**config.mk**
```make
export PLATFORM = sky130hd
export DESIGN_NAME = latency_histogram_collector
export DESIGN_NICKNAME = d
export VERILOG_FILES = /design/src/design/lhc_pkg.sv /design/src/design/latency_histogram_collector.sv /design/src/design/lhc_front.sv /design/src/design/lhc_queue.sv /design/src/design/lhc_back.sv
export SDC_FILE = /design/constraint.sdc
export NUM_CORES = 2
export LEC_CHECK = 0
export CORE_AREA = 2 2 369 371
export CTS_CLUSTER_SIZE = 30
export DETAILED_ROUTE_END_ITERATION = 16
export DIE_AREA = 0 0 371 373
export DONT_BUFFER_PORTS = 1
export GPL_ROUTABILITY_DRIVEN = 0
export PLACE_DENSITY = 0.52
export SYNTH_ARGS = -nofsm -noshare
export SYNTH_HDL_FRONTEND = slang
export SYNTH_SLANG_ARGS = --single-unit
export TNS_END_PERCENT = 30
```
**constraint.sdc**
```tcl
create_clock -name clock -period 14.1 [get_ports clock]
set_input_delay 1.41 -clock clock [delete_from_list [all_inputs] [get_ports clock]]
set_output_delay 1.41 -clock clock [all_outputs]
set_load 0.02 [all_outputs]
```
**src/design/lhc_pkg.sv**
```systemverilog
// Shared types and constants for the latency histogram collector.
// Holds the command codes, bin edges in nanoseconds and the internal operation word.
// No dependencies.
package lhc_pkg;

   localparam int NUM_BINS          = 10;
   localparam int NUM_EDGES         = NUM_BINS - 1;
   localparam int BIN_W             = 4;
   localparam int LAT_W             = 40;
   localparam int CMD_W             = 2;
   localparam int OUT_COUNT_W       = 48;
   localparam int SUM_W             = 64;
   localparam int COUNT_WIDTH_DEF   = 48;

   localparam int QUEUE_DEPTH = 2;
   localparam int QPTR_W      = (QUEUE_DEPTH > 1) ? $clog2(QUEUE_DEPTH) : 1;
   localparam int QCNT_W      = $clog2(QUEUE_DEPTH + 1);

   localparam logic [CMD_W-1:0] CMD_RECORD   = 2'd0;
   localparam logic [CMD_W-1:0] CMD_READ     = 2'd1;
   localparam logic [CMD_W-1:0] CMD_CLEAR    = 2'd2;
   localparam logic [CMD_W-1:0] CMD_RESERVED = 2'd3;

   // Bin edges, already scaled from microseconds to nanoseconds.
   localparam logic [LAT_W-1:0] EDGE_NS [NUM_EDGES] = '{
      40'd10000, 40'd50000, 40'd100000, 40'd250000, 40'd500000,
      40'd1000000, 40'd5000000, 40'd10000000, 40'd50000000
   };

   typedef enum logic [1:0] {
      OP_RECORD = 2'd0,
      OP_READ   = 2'd1,
      OP_CLEAR  = 2'd2
   } op_kind_type;

   typedef struct packed {
      op_kind_type       kind;
      logic [BIN_W-1:0]  bin;
      logic [LAT_W-1:0]  sample_ns;
   } op_type;

endpackage

```
**src/design/latency_histogram_collector.sv**
```systemverilog
// Latency histogram collector: sorts nanosecond latency samples into ten fixed bins.
// Top level; instantiates lhc_front, lhc_queue and lhc_back, depends on lhc_pkg.
//
// Each request word carries a command (record, read, clear), a 40-bit latency
// and a bin select. Every request produces exactly one response word with the
// bin touched, that bin's count, the total sample count and the latency sum in
// nanoseconds; all counters saturate. Commands are sorted into bins by the
// front end and written into a two-word queue; the back end updates the
// counters and loads the response register.
// A request is written into a queue entry and then into the result register
// before its response appears. One request per cycle is sustained while
// rsp_ready stays high; the single read-modify-write of the bin counter in the
// back end sets that rate. Reset clears every counter, the queue and the
// response valid flag at once, and the block takes requests once reset ends.
// When the receiver holds rsp_ready low the response stays put, the queue fills,
// and req_ready drops once both queue entries are in use.
module latency_histogram_collector
   import lhc_pkg::*;
#(
   parameter int COUNT_WIDTH = COUNT_WIDTH_DEF
)
(
   input  logic                   clock,
   input  logic                   reset,
   input  logic                   req_valid,
   output logic                   req_ready,
   input  logic [CMD_W-1:0]       req_cmd,
   input  logic [LAT_W-1:0]       req_sample_ns,
   input  logic [BIN_W-1:0]       req_bin_select,
   output logic                   rsp_valid,
   input  logic                   rsp_ready,
   output logic [BIN_W-1:0]       rsp_bin_index,
   output logic [OUT_COUNT_W-1:0] rsp_bin_count,
   output logic [OUT_COUNT_W-1:0] rsp_sample_count,
   output logic [SUM_W-1:0]       rsp_latency_sum_ns
);

   logic   queue_full;
   logic   push;
   op_type push_op;
   logic   pop_valid;
   op_type pop_op;
   logic   pop;

   lhc_front u_front (
      .req_valid      (req_valid),
      .req_ready      (req_ready),
      .req_cmd        (req_cmd),
      .req_sample_ns  (req_sample_ns),
      .req_bin_select (req_bin_select),
      .queue_full     (queue_full),
      .push           (push),
      .push_op        (push_op)
   );

   lhc_queue u_queue (
      .clock     (clock),
      .reset     (reset),
      .push      (push),
      .push_op   (push_op),
      .full      (queue_full),
      .pop_valid (pop_valid),
      .pop_op    (pop_op),
      .pop       (pop)
   );

   lhc_back #(
      .COUNT_WIDTH (COUNT_WIDTH)
   ) u_back (
      .clock              (clock),
      .reset              (reset),
      .op_valid           (pop_valid),
      .op                 (pop_op),
      .op_pop             (pop),
      .rsp_valid          (rsp_valid),
      .rsp_ready          (rsp_ready),
      .rsp_bin_index      (rsp_bin_index),
      .rsp_bin_count      (rsp_bin_count),
      .rsp_sample_count   (rsp_sample_count),
      .rsp_latency_sum_ns (rsp_latency_sum_ns)
   );

endmodule

```
**src/design/lhc_front.sv**
```systemverilog
// Front end of the latency histogram collector: accepts request words and
// classifies them into bin operations. Depends on lhc_pkg.
module lhc_front
   import lhc_pkg::*;
(
   input  logic             req_valid,
   output logic             req_ready,
   input  logic [CMD_W-1:0] req_cmd,
   input  logic [LAT_W-1:0] req_sample_ns,
   input  logic [BIN_W-1:0] req_bin_select,
   input  logic             queue_full,
   output logic             push,
   output op_type           push_op
);

   logic [BIN_W-1:0] sample_bin;
   logic [BIN_W-1:0] read_bin;

   // The edges are increasing, so the number of edges at or below the sample is its bin.
   always_comb begin
      sample_bin = '0;
      for (int i = 0; i < NUM_EDGES; i++) begin
         sample_bin = sample_bin + BIN_W'(req_sample_ns >= EDGE_NS[i]);
      end
   end

   assign read_bin = (req_bin_select >= BIN_W'(NUM_BINS)) ? BIN_W'(NUM_BINS - 1)
                                                          : req_bin_select;

   always_comb begin
      push_op.sample_ns = req_sample_ns;
      unique case (req_cmd) inside
         CMD_RECORD: begin
            push_op.kind = OP_RECORD;
            push_op.bin  = sample_bin;
         end
         CMD_CLEAR: begin
            push_op.kind = OP_CLEAR;
            push_op.bin  = '0;
         end
         CMD_READ, CMD_RESERVED: begin
            push_op.kind = OP_READ;
            push_op.bin  = read_bin;
         end
         default: begin
            push_op.kind = OP_READ;
            push_op.bin  = read_bin;
         end
      endcase
   end

   assign req_ready = !queue_full;
   assign push      = req_valid && !queue_full;

endmodule

```
**src/design/lhc_queue.sv**
```systemverilog
// Short operation queue between the front and back ends of the collector.
// Depends on lhc_pkg for the operation word and the queue depth.
module lhc_queue
   import lhc_pkg::*;
(
   input  logic   clock,
   input  logic   reset,
   input  logic   push,
   input  op_type push_op,
   output logic   full,
   output logic   pop_valid,
   output op_type pop_op,
   input  logic   pop
);

   op_type              entries_ff [QUEUE_DEPTH];
   logic [QPTR_W-1:0]   wr_ptr_ff, wr_ptr_in;
   logic [QPTR_W-1:0]   rd_ptr_ff, rd_ptr_in;
   logic [QCNT_W-1:0]   count_ff, count_in;

   assign full      = (count_ff == QCNT_W'(QUEUE_DEPTH));
   assign pop_valid = (count_ff != '0);
   assign pop_op    = entries_ff[rd_ptr_ff];

   always_comb begin
      wr_ptr_in = wr_ptr_ff;
      rd_ptr_in = rd_ptr_ff;
      count_in  = count_ff;
      if (push) begin
         wr_ptr_in = (wr_ptr_ff == QPTR_W'(QUEUE_DEPTH - 1)) ? '0 : wr_ptr_ff + 1'b1;
      end
      if (pop) begin
         rd_ptr_in = (rd_ptr_ff == QPTR_W'(QUEUE_DEPTH - 1)) ? '0 : rd_ptr_ff + 1'b1;
      end
      if (push && !pop) begin
         count_in = count_ff + 1'b1;
      end else if (pop && !push) begin
         count_in = count_ff - 1'b1;
      end
   end

   always_ff @(posedge clock) begin
      if (reset) begin
         wr_ptr_ff <= '0;
         rd_ptr_ff <= '0;
         count_ff  <= '0;
      end else begin
         wr_ptr_ff <= wr_ptr_in;
         rd_ptr_ff <= rd_ptr_in;
         count_ff  <= count_in;
      end
   end

   always_ff @(posedge clock) begin
      if (push) begin
         entries_ff[wr_ptr_ff] <= push_op;
      end
   end

   a_count_bounded: assert property (@(posedge clock) disable iff (reset)
      count_ff <= QCNT_W'(QUEUE_DEPTH))
      else $error("queue fill count exceeds its depth");

   a_no_pop_empty: assert property (@(posedge clock) disable iff (reset)
      pop |-> pop_valid)
      else $error("queue popped while empty");

   a_full_blocks_push: assert property (@(posedge clock) disable iff (reset)
      full |-> !push)
      else $error("queue written while full");

endmodule

```
**src/design/lhc_back.sv**
```systemverilog
// Back end of the latency histogram collector: bin counters, sample count,
// latency sum and the result register. Depends on lhc_pkg.
module lhc_back
   import lhc_pkg::*;
#(
   parameter int COUNT_WIDTH = COUNT_WIDTH_DEF
)
(
   input  logic                   clock,
   input  logic                   reset,
   input  logic                   op_valid,
   input  op_type                 op,
   output logic                   op_pop,
   output logic                   rsp_valid,
   input  logic                   rsp_ready,
   output logic [BIN_W-1:0]       rsp_bin_index,
   output logic [OUT_COUNT_W-1:0] rsp_bin_count,
   output logic [OUT_COUNT_W-1:0] rsp_sample_count,
   output logic [SUM_W-1:0]       rsp_latency_sum_ns
);

   logic [COUNT_WIDTH-1:0] bin_counts_ff [NUM_BINS];
   logic [COUNT_WIDTH-1:0] bin_counts_in [NUM_BINS];
   logic [COUNT_WIDTH-1:0] samples_ff, samples_in;
   logic [SUM_W-1:0]       total_ff, total_in;

   logic                   rsp_valid_ff, rsp_valid_in;
   logic [BIN_W-1:0]       rsp_bin_ff;
   logic [OUT_COUNT_W-1:0] rsp_count_ff, rsp_count_in;
   logic [OUT_COUNT_W-1:0] rsp_samples_ff, rsp_samples_in;
   logic [SUM_W-1:0]       rsp_sum_ff;

   logic [COUNT_WIDTH-1:0] cur_count;
   logic [COUNT_WIDTH-1:0] cur_count_inc;
   logic [COUNT_WIDTH-1:0] samples_inc;
   logic [SUM_W:0]         sum_wide;
   logic [SUM_W-1:0]       sum_sat;
   logic [COUNT_WIDTH-1:0] res_count;
   logic [63:0]            res_count_ext;
   logic [63:0]            res_samples_ext;

   // A new word enters when the result register is empty or being drained.
   assign op_pop = op_valid && (!rsp_valid_ff || rsp_ready);

   assign cur_count     = bin_counts_ff[op.bin];
   assign cur_count_inc = (cur_count == '1) ? cur_count : cur_count + 1'b1;
   assign samples_inc   = (samples_ff == '1) ? samples_ff : samples_ff + 1'b1;
   assign sum_wide      = {1'b0, total_ff} + (SUM_W + 1)'(op.sample_ns);
   assign sum_sat       = sum_wide[SUM_W] ? '1 : sum_wide[SUM_W-1:0];

   always_comb begin
      bin_counts_in = bin_counts_ff;
      samples_in    = samples_ff;
      total_in      = total_ff;
      res_count     = cur_count;
      unique case (op.kind)
         OP_RECORD: begin
            bin_counts_in[op.bin] = cur_count_inc;
            samples_in            = samples_inc;
            total_in              = sum_sat;
            res_count             = cur_count_inc;
         end
         OP_CLEAR: begin
            for (int i = 0; i < NUM_BINS; i++) begin
               bin_counts_in[i] = '0;
            end
            samples_in = '0;
            total_in   = '0;
            res_count  = '0;
         end
         OP_READ: begin
            res_count = cur_count;
         end
         default: begin
            res_count = cur_count;
         end
      endcase
   end

   // Result fields carry the low 48 bits of each counter.
   assign res_count_ext   = 64'(res_count);
   assign res_samples_ext = 64'(samples_in);
   assign rsp_count_in    = res_count_ext[OUT_COUNT_W-1:0];
   assign rsp_samples_in  = res_samples_ext[OUT_COUNT_W-1:0];

   always_comb begin
      rsp_valid_in = rsp_valid_ff;
      if (op_pop) begin
         rsp_valid_in = 1'b1;
      end else if (rsp_ready) begin
         rsp_valid_in = 1'b0;
      end
   end

   always_ff @(posedge clock) begin
      if (reset) begin
         for (int i = 0; i < NUM_BINS; i++) begin
            bin_counts_ff[i] <= '0;
         end
         samples_ff   <= '0;
         total_ff     <= '0;
         rsp_valid_ff <= 1'b0;
      end else begin
         rsp_valid_ff <= rsp_valid_in;
         if (op_pop) begin
            bin_counts_ff <= bin_counts_in;
            samples_ff    <= samples_in;
            total_ff      <= total_in;
         end
      end
   end

   always_ff @(posedge clock) begin
      if (op_pop) begin
         rsp_bin_ff     <= op.bin;
         rsp_count_ff   <= rsp_count_in;
         rsp_samples_ff <= rsp_samples_in;
         rsp_sum_ff     <= total_in;
      end
   end

   assign rsp_valid          = rsp_valid_ff;
   assign rsp_bin_index      = rsp_bin_ff;
   assign rsp_bin_count      = rsp_count_ff;
   assign rsp_sample_count   = rsp_samples_ff;
   assign rsp_latency_sum_ns = rsp_sum_ff;

   a_clear_zeroes: assert property (@(posedge clock) disable iff (reset)
      (op_pop && op.kind == OP_CLEAR) |=> (samples_ff == '0 && total_ff == '0))
      else $error("clear left the sample count or sum nonzero");

   a_record_counts: assert property (@(posedge clock) disable iff (reset)
      (op_pop && op.kind == OP_RECORD && samples_ff != '1)
      |=> samples_ff == $past(samples_ff) + 1'b1)
      else $error("record did not advance the sample count");

   a_sum_monotonic: assert property (@(posedge clock) disable iff (reset)
      (op_pop && op.kind != OP_CLEAR) |=> total_ff >= $past(total_ff))
      else $error("latency sum decreased without a clear");

   a_read_static: assert property (@(posedge clock) disable iff (reset)
      (op_pop && op.kind == OP_READ) |=> $stable(samples_ff) && $stable(total_ff))
      else $error("read changed the histogram state");

endmodule

```
**Word level (Yosys, flattened, before mapping)**

Memory sizes are Yosys's and may differ from the RTL's. A register that Yosys moved wholly into a read port is not among the register bits.
Index checks and enable logic that the tools add are counted.

- Logic and storage cells: 96
- Register bits: 761
- Memory bits (writable): 92
- Output and inout port bits: 166
- Memories kept: 1
- Input port bits: 50

Memory list:

| memory | depth | width | rd ports | clocked after memory_dff | write ports | RTL line | RTL |
|---|---|---|---|---|---|---|---|
| u_queue.entries_ff | 2 | 46 | 1 | 1 | 1 | lhc_queue.sv:16 | `op_type entries_ff [QUEUE_DEPTH];` |

- $add $sub $neg: 15
- Bitwise operators: 1
- Mux-type cells: 25
- Equal/unequal tests: 5
- Reduce and logical (&&, ||, !) cells: 17
- Order comparisons: 12

Operators by type and width:

| cell | number |
|---|---|
| case mux 480 bit (2 select lines) | 1 |
| bitwise mux 480 bit | 1 |
| two-way mux 48 bit | 5 |
| binary-select mux 48 bit (select 4 bit) | 1 |
| demux 48 bit (select 4 bit) | 1 |
| case mux 48 bit (2 select lines) | 2 |
| case mux 64 bit (2 select lines) | 1 |
| adder 48 x 1 -> 48 bit, second input constant | 2 |
| == test 48 bit, second input constant | 2 |
| adder 64 x 40 -> 65 bit | 1 |
| two-way mux 64 bit | 1 |
| greater-or-equal comparator 40 x 14 -> 1 bit, second input constant | 1 |
| greater-or-equal comparator 40 x 16 -> 1 bit, second input constant | 1 |
| greater-or-equal comparator 40 x 17 -> 1 bit, second input constant | 1 |
| greater-or-equal comparator 40 x 18 -> 1 bit, second input constant | 1 |
| greater-or-equal comparator 40 x 19 -> 1 bit, second input constant | 1 |
| greater-or-equal comparator 40 x 20 -> 1 bit, second input constant | 1 |
| greater-or-equal comparator 40 x 23 -> 1 bit, second input constant | 1 |
| greater-or-equal comparator 40 x 24 -> 1 bit, second input constant | 1 |
| greater-or-equal comparator 40 x 26 -> 1 bit, second input constant | 1 |
| adder 4 x 1 -> 4 bit | 7 |
| case mux 6 bit (2 select lines) | 1 |
| two-way mux 1 bit | 8 |
| nonzero test 2 bit | 4 |
| other kinds (16) | 28 |

**Depth between registers and ports, before layout**

- Word-level depth: 10
- Mapped depth: 23
- Gate-level depth less buffers: 17

**Modules after synthesis**

Synthesis repeated with hierarchy kept, for this count alone.

- Cell total of the unflattened synthesis: 3791
- Area, all modules: 40334.9 um2

Modules (own cells, without submodules):

| module | times used | sequential area each (um2) | area an instance (um2) | cells each |
|---|---|---|---|---|
| lhc_back | 1 | 16796.1 | 35706.7 | 3467 |
| lhc_queue | 1 | 2862.7 | 3543.4 | 165 |
| lhc_front | 1 | 0.0 | 1084.8 | 159 |

**Worst setup path before layout**

Ideal clock, no wire load.

- Kind: in2reg
- Start: in rsp_ready
- End: reg u_back.rsp_count_ff[0], in the netlist u_back.rsp_bin_count[0] (enable)
- Setup time: 0.592 ns
- Arrival: 6.629 ns
- Buffers on the path: 2
- Required time: 13.508 ns
- Path slack: 6.879 ns
- Stages: 5
- Path through: nand2b_1 -> o21ai_1 -> inv_1 -> clkbuf_1 -> clkbuf_1

- Word-level cells in the longest chain between the ends: 2

Ends and longest elaborated chain:

| what | RTL line | RTL |
|---|---|---|
| start: declaration | latency_histogram_collector.sv:31 | `input logic rsp_ready,` |
| logical OR 1 bit | lhc_back.sv:43 | `assign op_pop = op_valid && (!rsp_valid_ff \|\| rsp_ready);` |
| logical AND 1 bit | lhc_back.sv:43 |  |
| net pop | latency_histogram_collector.sv:43 | `logic pop;` |
| end signal: assignment | lhc_back.sv:116 | `rsp_count_ff <= rsp_count_in;` |
| end: declaration | lhc_back.sv:29 | `logic [OUT_COUNT_W-1:0] rsp_count_ff, rsp_count_in;` |

The timed path passes the listed nets, and every way through them passes these cells.
A chain may end at the register's enable or synchronous reset.

==> flow_summary.ini <==
[status]
run_status = completed

[timing]
final.hold.worst_slack_ns = 0.446
post_route_clock_period_utilization = 0.529
final-setup-viol-count = 0
max_slew_margin = 0.155
worst_pin_slew_ns = 1.26
clock-skew-final_ns = 0.0529
slew_viol_final = 0
setup_tns_ns = 0
fmax_ghz = 0.134
layout_min_cycle_time_ns = 7.46
rsz_0062_raised_after_global_routing = false
final_hold_viol_count = 0

[drt]
routed_wire_length_per_instance_um = 25.1
drt-initial-drc-count = 3211
postRouteAntennaNets = 0
route.detailed.drc = 0
totalWireLength_mm = 146
post_drt_via_cell_ratio = 5.62
vias = 32700
drt-pass1-iter-count = 6

[clock_tree]
clock_tree_buffer_depth = 3
post_cts_resize_count = 0
cts_htree_levels = 3
clock_tree_from_tritoncts = done
clock_latency_ns = 0.75
cts-root-buf = sky130_fd_sc_hd__clkbuf_16
cts_hold_buffers = 0
cts_setup_buffers = 0
clkSlewWorstSetupHoldPaths_ns = 0.06
tritoncts_num_sinks = 854
cts-buffers-inserted = 96

[floorplan]
die_h_um = 373
floorplan.core_area_um2 = 135000
initial_core_util = 0.298
total_die_area_um2 = 138000
die_w_um = 371
floorplan.io_pins = 216
floorplan.rows = 135

[logic_synthesis]
yosysTopAreaCell = sky130_fd_sc_hd__dfxtp_1
synthesis.nets = 4192
yosys.area_share.simple = 0.146
compound_gate_fraction_of_synth_area = 0.212
dominantRegCellSynth = sky130_fd_sc_hd__dfxtp_1
synth.avg_cell_area_um2 = 9.83
netlist_area_um2 = 40200
synth_adder_area_share = 0.0183
synth_edf_count = 256
synth.mux.area_fraction = 0.0619
synth_top_cells_by_area = sky130_fd_sc_hd__dfxtp_1 (30%), sky130_fd_sc_hd__edfxtp_1 (19%), sky130_fd_sc_hd__a22o_1 (7.0%)
ys_seq_elements = 854
synth_xor_area_frac = 0.0354
combinational_family_with_the_most_area_after_synthesis = compound AO/OA/AOI/OAI gates
synth_sequential_area_ratio = 0.489
synth_cell_types = 110
yosys_warnings = 0
netlist_instances = 4087
post-synth-top-area-fraction = 0.298
asyncSetResetFlopFracSynth = 0

[setup_path]
setup.reg_to_reg.worst_slack_ns = 6.64
critical_path.endpoint = u_back.rsp_bin_count[21]
setup.worst_path.end_class = flip-flop
timing.critical_path.arrival_ns = 7.89
rr_worst_depth = 14
criticalPathCategory = flip-flop to flip-flop
worstPathMaxFanout = 59
worst_ep_required_time_ns = 14.53
rr_endpoint = u_back.rsp_bin_count[21]
worstSetupStartpointType = flip-flop

[layout]
final_core_utilization = 0.337
number_of_nets_in_the_final_layout = 4064
num_antenna_cells = 0
fin_cells = 5824
register_area_um2 = 19700
num-fill-cells = 13600
multi_input_area_um2 = 19300
drive_gt1_frac = 0.122
area_growth_pct = 13.0

[pwr]
irDropWorstVdd_mv = 0.426
cellPowerDensity_nw_per_um2 = 177
leakage_uw = 0.0158

[placed_design]
dp_cells = 5642
place.detailed.hpwl_mm = 88.2
placement.io_buffers = 0

[global_routing]
residual_overflow_from_global_routing = 0
grt_pass1_wl_mm = 215
grt.total_usage = 0.206
initial_antenna_violation_count = 3
grt_start_max_net_pins = 117
first_global_vias = 31400

[hold_path]
min-delay-start = u_back.bin_counts_ff[299]
hold_class = flip-flop to flip-flop

[run]
max_cap_viol_count = 0
cells by family after synthesis:
kind of cell / count (synthesis)
AOI/OAI and AO/OA: 1269
and+or+nand+nor: 1240
DFF: 854
buffers and inverters: 352
muxes: 186
xor gates and xnor gates: 131
adders and majority gates: 55
worst min path at each step:
stage | endpoint | slack (ns) | depth (start not counted)
floorplan | u_back.bin_counts_ff[100] | 0.42 | 2
global placement | u_back.bin_counts_ff[195] | 0.43 | 2
detailed placement | u_back.bin_counts_ff[340] | 0.44 | 2
CTS | u_back.bin_counts_ff[299] | 0.45 | 2
global route | u_back.bin_counts_ff[156] | 0.47 | 2
finish | u_back.bin_counts_ff[299] | 0.45 | 2
cells in the final DEF, fill, tap and decap left out, types with 28 or more instances in the layout:
cell type,netlist,layout
sky130_fd_sc_hd__dfxtp_1,598,597
sky130_fd_sc_hd__nand2_1,559,558
sky130_fd_sc_hd__o21ai_0,383,382
sky130_fd_sc_hd__a22o_1,323,323
sky130_fd_sc_hd__edfxtp_1,256,256
sky130_fd_sc_hd__nor2_1,235,219
sky130_fd_sc_hd__a21oi_1,202,193
sky130_fd_sc_hd__clkbuf_16,0,102
sky130_fd_sc_hd__mux2_2,85,84
sky130_fd_sc_hd__buf_4,13,84
sky130_fd_sc_hd__nand3_1,75,75
sky130_fd_sc_hd__nor3_1,66,63
sky130_fd_sc_hd__a31oi_1,55,55
sky130_fd_sc_hd__xnor2_1,55,55
sky130_fd_sc_hd__mux2i_1,58,55
sky130_fd_sc_hd__nand4_1,54,54
sky130_fd_sc_hd__xor2_1,53,53
sky130_fd_sc_hd__ha_1,49,49
sky130_fd_sc_hd__nor4_1,42,42
sky130_fd_sc_hd__mux4_2,40,40
sky130_fd_sc_hd__inv_1,40,39
sky130_fd_sc_hd__nor2b_1,35,35
sky130_fd_sc_hd__o22ai_1,33,33
sky130_fd_sc_hd__o21ai_1,34,32
sky130_fd_sc_hd__a21o_1,28,28
metrics by stage:
step / power (uW) / setup slack (ns) / area [um2]
after floorplan: 4610 / 6.88 / 40200
after global placement: 5440 / 6.99 / 42000
after detailed placement: 5430 / 6.80 / 42000
after CTS: 8090 / 6.77 / 45400
after global routing: 8350 / 6.21 / 45400
final: 8040 / 6.64 / 45400
routing by layer:
| layer | global-route usage | wire length, um | vias to the layer above |
|---|---|---|---|
| li1 | - | - | 14900 |
| met1 | 0.281 | 63800 | 16200 |
| met2 | 0.319 | 65500 | 1388 |
| met3 | 0.0504 | 13600 | 236 |
| met4 | 0.0620 | 3540 | 2 |
| met5 | 0 | 57 | - |
cells in the mapped netlist (all sizes together) (35+ instances only):
| library cell | n |
|---|---|
| nor3 | 69 |
| mux2 | 87 |
| mux4 | 40 |
| a31oi | 55 |
| xor2 | 62 |
| nand4 | 59 |
| edfxtp | 256 |
| xnor2 | 69 |
| nor2b | 35 |
| clkbuf | 242 |
| mux2i | 59 |
| ha | 49 |
| nand3 | 77 |
| inv | 42 |
| o21ai | 417 |
| buf | 68 |
| dfxtp | 598 |
| a21oi | 205 |
| nand2 | 562 |
| nor4 | 43 |
| nor2 | 239 |
| a22o | 323 |
sequential cells by signal (all words and copies together), names as in the netlist, 2 cells and up, named ones only:
register	cells
u_back.rsp_sample_count	48
u_back.rsp_latency_sum_ns	64
u_back.rsp_bin_count	48
u_back.bin_counts_ff	480
u_back.total_ff	64
u_back.rsp_bin_index	4
u_queue.entries_ff	92
u_queue.count_ff	2
u_back.samples_ff	48
worst max-delay path, stage by stage, from the launching register on:
cell,delay (ns)
sky130_fd_sc_hd__dfxtp_4,0.69
sky130_fd_sc_hd__buf_4,0.64
sky130_fd_sc_hd__mux2i_4,0.15
sky130_fd_sc_hd__inv_4,0.66
sky130_fd_sc_hd__buf_4,0.73
sky130_fd_sc_hd__mux2i_1,0.19
sky130_fd_sc_hd__o22ai_1,0.19
sky130_fd_sc_hd__a211o_1,0.78
sky130_fd_sc_hd__or3b_1,0.50
sky130_fd_sc_hd__nor4b_1,0.49
sky130_fd_sc_hd__nand4_2,0.63
sky130_fd_sc_hd__nand4_2,0.47
sky130_fd_sc_hd__nor3_2,0.12
sky130_fd_sc_hd__mux2i_1,0.13
sky130_fd_sc_hd__o21ai_0,0.59
final cells by class:
class	instances	area share
clock buffers	142	0.0636
clock inverters	40	0.0102
inverters	42	0.00375
multi-input cells	2881	0.426
flip-flops and latches	854	0.433
well taps	1781	0.0491
repair buffers	84	0.0139
where the power goes:
group	internal, uW	leakage [uW]	switching (uW)	total [uW]
Sequential	2910	0.00730	465	3380
Combinational	511	0.00689	1500	2010
Clock	1540	0.00164	1100	2650
Power figures use the tool's default switching activity.
